$ cat src/rtl/core/two_level_priority_task_queue_assert.svh
// Assertion macros for the two-level priority task queue.
// No dependencies; included by the top level.
`ifndef TWO_LEVEL_PRIORITY_TASK_QUEUE_ASSERT_SVH
`define TWO_LEVEL_PRIORITY_TASK_QUEUE_ASSERT_SVH

`ifndef SYNTH
`define TLPQ_ASSERT(name, clk, rstn, prop) \
    name: assert property (@(posedge clk) disable iff (!rstn) prop) \
        else $error("tlpq assertion failed");
`define TLPQ_ASSERT_NEXT(name, clk, rstn, pre, post) \
    name: assert property (@(posedge clk) disable iff (!rstn) pre |=> post) \
        else $error("tlpq assertion failed");
`else
`define TLPQ_ASSERT(name, clk, rstn, prop)
`define TLPQ_ASSERT_NEXT(name, clk, rstn, pre, post)
`endif

`endif

$ cat src/rtl/core/tlpq_pkg.sv
// Shared types and constants for the two-level priority task queue.
// No dependencies.
`default_nettype none

package tlpq_pkg;

    localparam int DEPTH      = 16;
    localparam int TASK_BYTES = 10;

    localparam int IDX_W   = $clog2(DEPTH);
    localparam int CNT_W   = $clog2(DEPTH + 1);
    localparam int CAP_W   = 5;
    localparam int COUNT_W = 5;
    localparam int ACT_W   = 2;
    localparam int STAT_W  = 2;
    localparam int LOW_W   = 64;
    localparam int HIGH_W  = 16;

    localparam int S_FIELDS_W = ACT_W + LOW_W + HIGH_W;
    localparam int S_TDATA_W  = ((S_FIELDS_W + 7) / 8) * 8;
    localparam int M_FIELDS_W = LOW_W + HIGH_W + 2 * COUNT_W;
    localparam int M_TDATA_W  = ((M_FIELDS_W + 7) / 8) * 8;
    localparam int M_TUSER_W  = STAT_W + 1;

    localparam logic [LOW_W-1:0] TASK_LOW_MASK =
        (TASK_BYTES >= 8) ? {LOW_W{1'b1}} : ((LOW_W'(1) << (8 * TASK_BYTES)) - LOW_W'(1));
    localparam logic [HIGH_W-1:0] TASK_HIGH_MASK =
        (TASK_BYTES >= 10) ? 16'hFFFF : ((TASK_BYTES == 9) ? 16'h00FF : 16'h0000);

    typedef enum logic [ACT_W-1:0] {
        ACT_PUSH    = 2'd0,
        ACT_POP     = 2'd1,
        ACT_PROMOTE = 2'd2
    } tlpq_act_t;

    typedef enum logic [STAT_W-1:0] {
        ST_DONE  = 2'd0,
        ST_FULL  = 2'd1,
        ST_EMPTY = 2'd2,
        ST_SKIP  = 2'd3
    } tlpq_status_t;

    typedef struct packed {
        logic [HIGH_W-1:0] high;
        logic [LOW_W-1:0]  low;
    } tlpq_task_t;

    // one bit per pointer; a set bit means the pointer sits in this cell
    typedef struct packed {
        logic n_head;
        logic n_tail;
        logic p_head;
        logic p_tail;
    } tlpq_tok_t;

    localparam int TOK_W = $bits(tlpq_tok_t);

    typedef struct packed {
        tlpq_tok_t  adv;
        tlpq_task_t wr;
    } tlpq_ctrl_t;

endpackage

`default_nettype wire

$ cat src/rtl/core/tlpq_cell.sv
// One slot cell: normal and priority task entries plus the pointer tokens.
// Depends on tlpq_pkg.
`default_nettype none

module tlpq_cell (
    input  logic                        aclk,
    input  logic                        aresetn,
    input  logic [tlpq_pkg::IDX_W-1:0]  cell_idx,
    input  logic [tlpq_pkg::CNT_W-1:0]  cap_eff,
    input  tlpq_pkg::tlpq_ctrl_t        ctrl,
    input  tlpq_pkg::tlpq_tok_t         tok_in,
    output tlpq_pkg::tlpq_tok_t         tok_fwd,
    output tlpq_pkg::tlpq_tok_t         tok_wrap,
    output tlpq_pkg::tlpq_tok_t         tok_cur,
    output tlpq_pkg::tlpq_task_t        n_rd,
    output tlpq_pkg::tlpq_task_t        p_rd
);
    import tlpq_pkg::*;

    tlpq_tok_t  tok_reg;
    tlpq_tok_t  tok_next;
    tlpq_tok_t  last_mask;
    tlpq_task_t n_slot_reg;
    tlpq_task_t p_slot_reg;
    logic       last;

    // pointer wraps to cell 0 once it would reach the capacity
    assign last      = (CNT_W'(cell_idx) + CNT_W'(1)) >= cap_eff;
    assign last_mask = {TOK_W{last}};

    assign tok_fwd  = tok_reg & ctrl.adv & ~last_mask;
    assign tok_wrap = tok_reg & ctrl.adv & last_mask;
    assign tok_next = (tok_reg & ~ctrl.adv) | tok_in;
    assign tok_cur  = tok_reg;

    assign n_rd = tok_reg.n_head ? n_slot_reg : '0;
    assign p_rd = tok_reg.p_head ? p_slot_reg : '0;

    always_ff @(posedge aclk) begin
        if (!aresetn) begin
            tok_reg <= (cell_idx == '0) ? {TOK_W{1'b1}} : '0;
        end else begin
            tok_reg <= tok_next;
        end
    end

    always_ff @(posedge aclk) begin
        if (tok_reg.n_tail && ctrl.adv.n_tail) begin
            n_slot_reg <= ctrl.wr;
        end
        if (tok_reg.p_tail && ctrl.adv.p_tail) begin
            p_slot_reg <= ctrl.wr;
        end
    end

endmodule

`default_nettype wire

$ cat src/rtl/core/two_level_priority_task_queue.sv
// Two-level priority task queue: one row of slot cells with token pointers,
// fill counters and a registered result beat. Depends on tlpq_pkg, tlpq_cell.
// Takes one operation beat per clock. Each push, pop or promote updates the slot
// cells and its fill counters in the cycle of its input beat, and the result beat
// appears on the m side in the next cycle; s_tready is low only while a result
// beat waits on a stalled m side. Each queue keeps tasks in a ring of up to
// capacity slots; a pointer moves as a token from cell to cell and wraps to
// cell 0 at the capacity. Capacity 0 acts as 1, values above 16 act as 16.
// Change capacity only while no operation is in flight.
`default_nettype none

`include "two_level_priority_task_queue_assert.svh"

module two_level_priority_task_queue (
    input  logic                             aclk,
    input  logic                             aresetn,
    input  logic                             cfg_wr_en,
    input  logic [tlpq_pkg::CAP_W-1:0]       cfg_wr_data,   // capacity
    input  logic                             s_tvalid,
    output logic                             s_tready,
    // action[1:0], task_low[65:2], task_high[81:66], zero pad
    input  logic [tlpq_pkg::S_TDATA_W-1:0]   s_tdata,
    input  logic                             s_tuser,       // urgent
    output logic                             m_tvalid,
    input  logic                             m_tready,
    // out_low[63:0], out_high[79:64], normal_count[84:80],
    // priority_count[89:85], zero pad
    output logic [tlpq_pkg::M_TDATA_W-1:0]   m_tdata,
    // status[1:0], from_priority[2]
    output logic [tlpq_pkg::M_TUSER_W-1:0]   m_tuser
);
    import tlpq_pkg::*;

    logic [CAP_W-1:0]     cap_reg;
    logic [CNT_W-1:0]     cap_eff;
    logic [CNT_W-1:0]     n_fill_reg, n_fill_next;
    logic [CNT_W-1:0]     p_fill_reg, p_fill_next;
    logic                 m_valid_reg;
    logic [M_TDATA_W-1:0] m_tdata_reg, m_tdata_next;
    logic [M_TUSER_W-1:0] m_tuser_reg, m_tuser_next;

    logic         s_fire;
    tlpq_act_t    act;
    tlpq_task_t   in_task;
    tlpq_ctrl_t   ctrl;
    tlpq_status_t status;
    logic         from_p;
    tlpq_task_t   out_task;

    tlpq_tok_t  tok_fwd  [DEPTH];
    tlpq_tok_t  tok_wrap [DEPTH];
    tlpq_tok_t  tok_cur  [DEPTH];
    tlpq_tok_t  tok_in   [DEPTH];
    tlpq_task_t n_rd     [DEPTH];
    tlpq_task_t p_rd     [DEPTH];
    tlpq_tok_t  wrap_any;
    tlpq_task_t n_head_task;
    tlpq_task_t p_head_task;
    logic [DEPTH-1:0] n_head_vec, n_tail_vec, p_head_vec, p_tail_vec;

    assign s_tready = !m_valid_reg || m_tready;
    assign s_fire   = s_tvalid && s_tready;
    assign m_tvalid = m_valid_reg;
    assign m_tdata  = m_tdata_reg;
    assign m_tuser  = m_tuser_reg;

    assign act          = tlpq_act_t'(s_tdata[ACT_W-1:0]);
    assign in_task.low  = s_tdata[ACT_W +: LOW_W] & TASK_LOW_MASK;
    assign in_task.high = s_tdata[ACT_W+LOW_W +: HIGH_W] & TASK_HIGH_MASK;

    always_comb begin
        if (cap_reg == '0) begin
            cap_eff = CNT_W'(1);
        end else if (int'(cap_reg) > DEPTH) begin
            cap_eff = CNT_W'(DEPTH);
        end else begin
            cap_eff = CNT_W'(cap_reg);
        end
    end

    generate
        for (genvar i = 0; i < DEPTH; i++) begin : g_cell
            if (i == 0) begin : g_first
                assign tok_in[i] = wrap_any;
            end else begin : g_rest
                assign tok_in[i] = tok_fwd[i-1];
            end

            tlpq_cell u_cell (
                .aclk     (aclk),
                .aresetn  (aresetn),
                .cell_idx (IDX_W'(i)),
                .cap_eff  (cap_eff),
                .ctrl     (ctrl),
                .tok_in   (tok_in[i]),
                .tok_fwd  (tok_fwd[i]),
                .tok_wrap (tok_wrap[i]),
                .tok_cur  (tok_cur[i]),
                .n_rd     (n_rd[i]),
                .p_rd     (p_rd[i])
            );

            assign n_head_vec[i] = tok_cur[i].n_head;
            assign n_tail_vec[i] = tok_cur[i].n_tail;
            assign p_head_vec[i] = tok_cur[i].p_head;
            assign p_tail_vec[i] = tok_cur[i].p_tail;
        end
    endgenerate

    always_comb begin
        wrap_any    = '0;
        n_head_task = '0;
        p_head_task = '0;
        for (int i = 0; i < DEPTH; i++) begin
            wrap_any    = wrap_any | tok_wrap[i];
            n_head_task = n_head_task | n_rd[i];
            p_head_task = p_head_task | p_rd[i];
        end
    end

    always_comb begin
        ctrl        = '0;
        status      = ST_DONE;
        from_p      = 1'b0;
        out_task    = '0;
        n_fill_next = n_fill_reg;
        p_fill_next = p_fill_reg;
        ctrl.wr     = (act == ACT_PROMOTE) ? n_head_task : in_task;
        case (act)
            ACT_PUSH: begin
                if (s_tuser) begin
                    if (p_fill_reg >= cap_eff) begin
                        status = ST_FULL;
                    end else begin
                        ctrl.adv.p_tail = 1'b1;
                        p_fill_next     = p_fill_reg + CNT_W'(1);
                    end
                end else begin
                    if (n_fill_reg >= cap_eff) begin
                        status = ST_FULL;
                    end else begin
                        ctrl.adv.n_tail = 1'b1;
                        n_fill_next     = n_fill_reg + CNT_W'(1);
                    end
                end
            end
            ACT_POP: begin
                if (p_fill_reg != '0) begin
                    ctrl.adv.p_head = 1'b1;
                    p_fill_next     = p_fill_reg - CNT_W'(1);
                    out_task        = p_head_task;
                    from_p          = 1'b1;
                end else if (n_fill_reg != '0) begin
                    ctrl.adv.n_head = 1'b1;
                    n_fill_next     = n_fill_reg - CNT_W'(1);
                    out_task        = n_head_task;
                end else begin
                    status = ST_EMPTY;
                end
            end
            ACT_PROMOTE: begin
                if (n_fill_reg == '0 || p_fill_reg >= cap_eff) begin
                    status = ST_SKIP;
                end else begin
                    ctrl.adv.n_head = 1'b1;
                    ctrl.adv.p_tail = 1'b1;
                    n_fill_next     = n_fill_reg - CNT_W'(1);
                    p_fill_next     = p_fill_reg + CNT_W'(1);
                end
            end
            default: begin
            end
        endcase
        if (!s_fire) begin
            ctrl.adv    = '0;
            n_fill_next = n_fill_reg;
            p_fill_next = p_fill_reg;
        end
    end

    assign m_tdata_next = M_TDATA_W'({COUNT_W'(p_fill_next), COUNT_W'(n_fill_next),
                                      out_task.high, out_task.low});
    assign m_tuser_next = {from_p, status};

    always_ff @(posedge aclk) begin
        if (!aresetn) begin
            cap_reg     <= CAP_W'(16);
            n_fill_reg  <= '0;
            p_fill_reg  <= '0;
            m_valid_reg <= 1'b0;
        end else begin
            if (cfg_wr_en) begin
                cap_reg <= cfg_wr_data;
            end
            n_fill_reg <= n_fill_next;
            p_fill_reg <= p_fill_next;
            if (s_fire) begin
                m_valid_reg <= 1'b1;
            end else if (m_tready) begin
                m_valid_reg <= 1'b0;
            end
        end
    end

    always_ff @(posedge aclk) begin
        if (s_fire) begin
            m_tdata_reg <= m_tdata_next;
            m_tuser_reg <= m_tuser_next;
        end
    end

    `TLPQ_ASSERT(a_fill_bound, aclk, aresetn, (n_fill_reg <= CNT_W'(DEPTH) && p_fill_reg <= CNT_W'(DEPTH)))
    `TLPQ_ASSERT(a_head_tok, aclk, aresetn, ($onehot(n_head_vec) && $onehot(p_head_vec)))
    `TLPQ_ASSERT(a_tail_tok, aclk, aresetn, ($onehot(n_tail_vec) && $onehot(p_tail_vec)))
    `TLPQ_ASSERT_NEXT(a_pop_prio, aclk, aresetn, (s_fire && act == ACT_POP && p_fill_reg != '0), (m_tuser[STAT_W] && m_tvalid))

endmodule

`default_nettype wire

$ cat config.mk
export PLATFORM = sky130hd
export DESIGN_NAME = two_level_priority_task_queue
export DESIGN_NICKNAME = d
export VERILOG_FILES = /design/src/rtl/core/tlpq_pkg.sv /design/src/rtl/core/tlpq_cell.sv /design/src/rtl/core/two_level_priority_task_queue.sv
export VERILOG_INCLUDE_DIRS = /design/src /design/src/rtl/core
export SDC_FILE = /design/constraint.sdc
export NUM_CORES = 2
export LEC_CHECK = 0
export ABC_AREA = 1
export BUFFER_PORTS_ARGS = -buffer_cell sky130_fd_sc_hd__buf_2
export CORE_UTILIZATION = 60
export DETAILED_ROUTE_END_ITERATION = 16
export GPL_ROUTABILITY_DRIVEN = 0
export GPL_TIMING_DRIVEN = 0
export PLACE_DENSITY = 0.77
export SLEW_MARGIN = 10
export SYNTH_ARGS = -nofsm -noshare
export SYNTH_HDL_FRONTEND = slang
export SYNTH_HIERARCHICAL = 1
export SYNTH_SLANG_ARGS = --single-unit
$ cat constraint.sdc
create_clock -name aclk -period 6.2 [get_ports aclk]
set_input_delay 1.24 -clock aclk [delete_from_list [all_inputs] [get_ports aclk]]
set_output_delay 1.24 -clock aclk [all_outputs]
set_load 0.005 [all_outputs]
# Yosys cells after proc, flatten, opt, wreduce, memory -nomap -nowiden
# Cells that the tools add are included.
# totals
ff_bits	2733
inputBits	99
output_inout_bits	101
wordCells	414
# classes
n_addsub	4
magnitude_cmp	19
n_eq_ne	2
muxes	72
bitwise_logic	140
n_reduce_logical	42
# ops
op	count
80-bit 2-to-1 mux	35
80-bit bitwise OR	30
4-bit bitwise AND	63
4-bit bitwise OR	31
5-bit 2-to-1 mux	13
4-bit inverter	16
4-bit by 5-bit greater-or-equal comparator with 1-bit output, first input constant	8
1-bit logical AND	33
5-bit one-hot mux with 3 select lines	2
3-bit by 5-bit greater-or-equal comparator with 1-bit output, first input constant	4
1-bit 2-to-1 mux	14
5-bit by 1-bit adder with 5-bit output, second input constant	2
2-bit by 5-bit greater-or-equal comparator with 1-bit output, first input constant	2
5-bit greater-or-equal comparator	2
5-bit logical NOT	2
5-bit nonzero test	2
5-bit by 1-bit subtractor with 5-bit output, second input constant	2
2-bit 2-to-1 mux	4
2-bit one-hot mux with 3 select lines	1
1-bit by 5-bit greater-or-equal comparator with 1-bit output, first input constant	1
5-bit greater-or-equal comparator, first input constant	1
5-bit > comparator, second input constant	1
4-bit 2-to-1 mux	1
1-bit one-hot mux with 2 select lines	2
other kinds (6)	7

# Longest topological paths before layout
# depth
ltp_word	26
ltp_mapped	19
ltp_nobuf	19

# Modules after synthesis
# Netlist, hierarchy kept.
# by_module_without_submodules
module	instances	cells_each	area_each_um2
tlpq_cell at g_cell[14].u_cell ...	11	568	6626.4
tlpq_cell at g_cell[0].u_cell ...	5	568	6618.8
two_level_priority_task_queue	1	1632	11653.7

# Worst setup path before layout
# OpenSTA, ideal clock, no wires.
# synth_path
path_type	register to register
from	reg cap_reg[3]
to	reg g_cell[0].u_cell/p_slot_reg[0] (netlist bit) (enable)
setup_ns	0.434
arrival_ns	5.040
required_ns	5.766
slack_ns	0.727
stages_incl_launch_ff	14
synth_period_minus_slack_ns	5.473
cell_sequence	dfxtp_1 -> inv_1 -> a31oi_1 -> nor2_1 -> ha_1 -> nand2_1 -> nor2_1 -> nand2_1 -> inv_1 -> nor2_2 -> nand3_2 -> a21oi_1 -> nand2_1 -> inv_1
# synth_lines
item	line_no	text
start, declared	two_level_priority_task_queue.sv:34	logic [CAP_W-1:0] cap_reg;
start signal, assigned	two_level_priority_task_queue.sv:193	cap_reg <= cfg_wr_data;
end signal, assigned	tlpq_cell.sv:52	p_slot_reg <= ctrl.wr;
end, declared	tlpq_cell.sv:24	tlpq_task_t p_slot_reg;

==> metrics.csv <==
metric;value;unit
met2_usage;0.5129;
detailed_place_hpwl;200800;um
vias;78340;
htreeDepth;5;
rsz0062_at_grt;no;
busiest_layer;met2;
nets;11730;
startpoint_type;primary input;
final_area;133700;sq um
peakVddDrop;267.5;uV
grtUsageMet3;0.06749;
cts_resized;0;
die_x;444.7;um
required;6.75;ns
instances_no_fill;14320;
drive_gt1_frac;0.09466;
fin_crit;5.235;ns
setup_viol;0;
slew_headroom;0.08453;
dp_worst_setup_slack;0.1952;ns
seqCellArea;81270;sq um
fmax;0.1910;GHz
clk_pin_slew;0.05;ns
cp.arrival;5.78;ns
max_cap_violations;0;
antenna_found_initial;8;
antenna_left;0;
syn_area_per_cell;10.98;sq um
dieArea;197800;sq um
grt_start_max_net_pins;52;
drc_errors;2;
power_density;299.4;nW/um^2
wl;321900;um
ys_warn_count;6;
whs_path_depth;2;
multi_input_area;23170;sq um
final_common_cell;nand2_1;
drtIter0Drc;10600;
grt_pass1_vias;76500;
globalRouteOverflowTotal;0;
clock_skew;0.05913;ns
insertion_delay;0.95;ns
cts_root_buf;clkbuf_16;
p_leak;66.98;nW
cts_hold_buf;0;
grt_usage;0.3228;
dpl_cell_area;125000;sq um
final-hold-violation-count;0;
rows;162;
vias_per_cell;5.471;
routedWlPerCell;22.48;um
numPortBuffers;187;
violations;DRC;
cts_buffer_depth;4;
tritoncts;done;
post-cts-setup-buffer-count;0;
syn-cell-area;117600;sq um
core_area;194800;sq um
io-pin-count;200;
fin_ws;0.9647;ns
cts-buffers-inserted;288;
syn_to_final_growth;13.71;%
reg2regPathDepth;14;
die_h;444.7;um
status;complete, but fails checks;
first_pass_iters;14;
placed_cells;13840;
fillers;12730;
cts_sinks;2733;
whs;0.5074;ns
endpoint_kind;flip-flop;
met1_usage;0.4075;
initial_core_util;0.6038;
critPathKind;in2reg;
grt_pass1_wl;464600;um
fin_tns_setup;0;ns
period_share;0.8444;
hold_path.class;reg2reg;
slew_violations;0;
synthCells;10710;
cp_max_fo;32;
worstMarginPinSlew;1.373;ns
final_cell_mix;nand2_1, inv_1, edfxtp_1, nor4_1, clkbuf_16;
==> metrics by stage <==
stage	power [mW]	util
CTS	40.06	0.6865
detailed placement	24.04	0.6419
global placement	23.82	0.6295
global route	41.04	0.6865
floorplan	22.74	-
finish	40.04	0.6865
==> layer usage <==
| layer | share of wire | vias to the layer above | wire, um |
|---|---|---|---|
| li1 | - | 35480 | - |
| met2 | 0.46 | 4874 | 148200 |
| met5 | 0.00017 | - | 55 |
| met1 | 0.35 | 37020 | 113100 |
| met4 | 0.068 | 8 | 21900 |
| met3 | 0.12 | 964 | 38590 |
==> where the power goes <==
group	switching, mW	total [mW]	internal, mW
Clock	6.88	16.3	9.40
Combinational	2.19	3.02	0.831
Sequential	0.0499	20.7	20.7
==> final cells by class <==
cell class	instances	area share
clock buffers	367	0.05784
well taps	2624	0.02455
multi-input cells	4978	0.1733
inverters	2879	0.08206
flip-flops and latches	2733	0.6077
plain buffers	334	0.02595
clock inverters	116	0.007195
diodes	2	0.00003743
repair buffers	287	0.02140
==> path summary, 6_finish.rpt <==
check | startpoint | endpoint | slack (ns)
max reg2reg | cap_reg[4] | g_cell[11].u_cell/n_slot_reg[45] | 1.58
min reg2reg | cap_reg[3] | cap_reg[3] | 0.51
min | cap_reg[3] | cap_reg[3] | 0.51
max | s_tdata[0] | g_cell[12].u_cell/n_slot_reg[10] | 0.96
==> critical path, cell delays in order <==
cell and delay (ns):
buf_2 0.11, inv_1 0.06, ha_1 0.18, buf_2 0.31, inv_1 0.14, buf_2 0.72
buf_2 0.67, clkbuf_1 0.86, nand2_1 0.47, nand2_1 0.99
(Power assumes the default switching activity.)
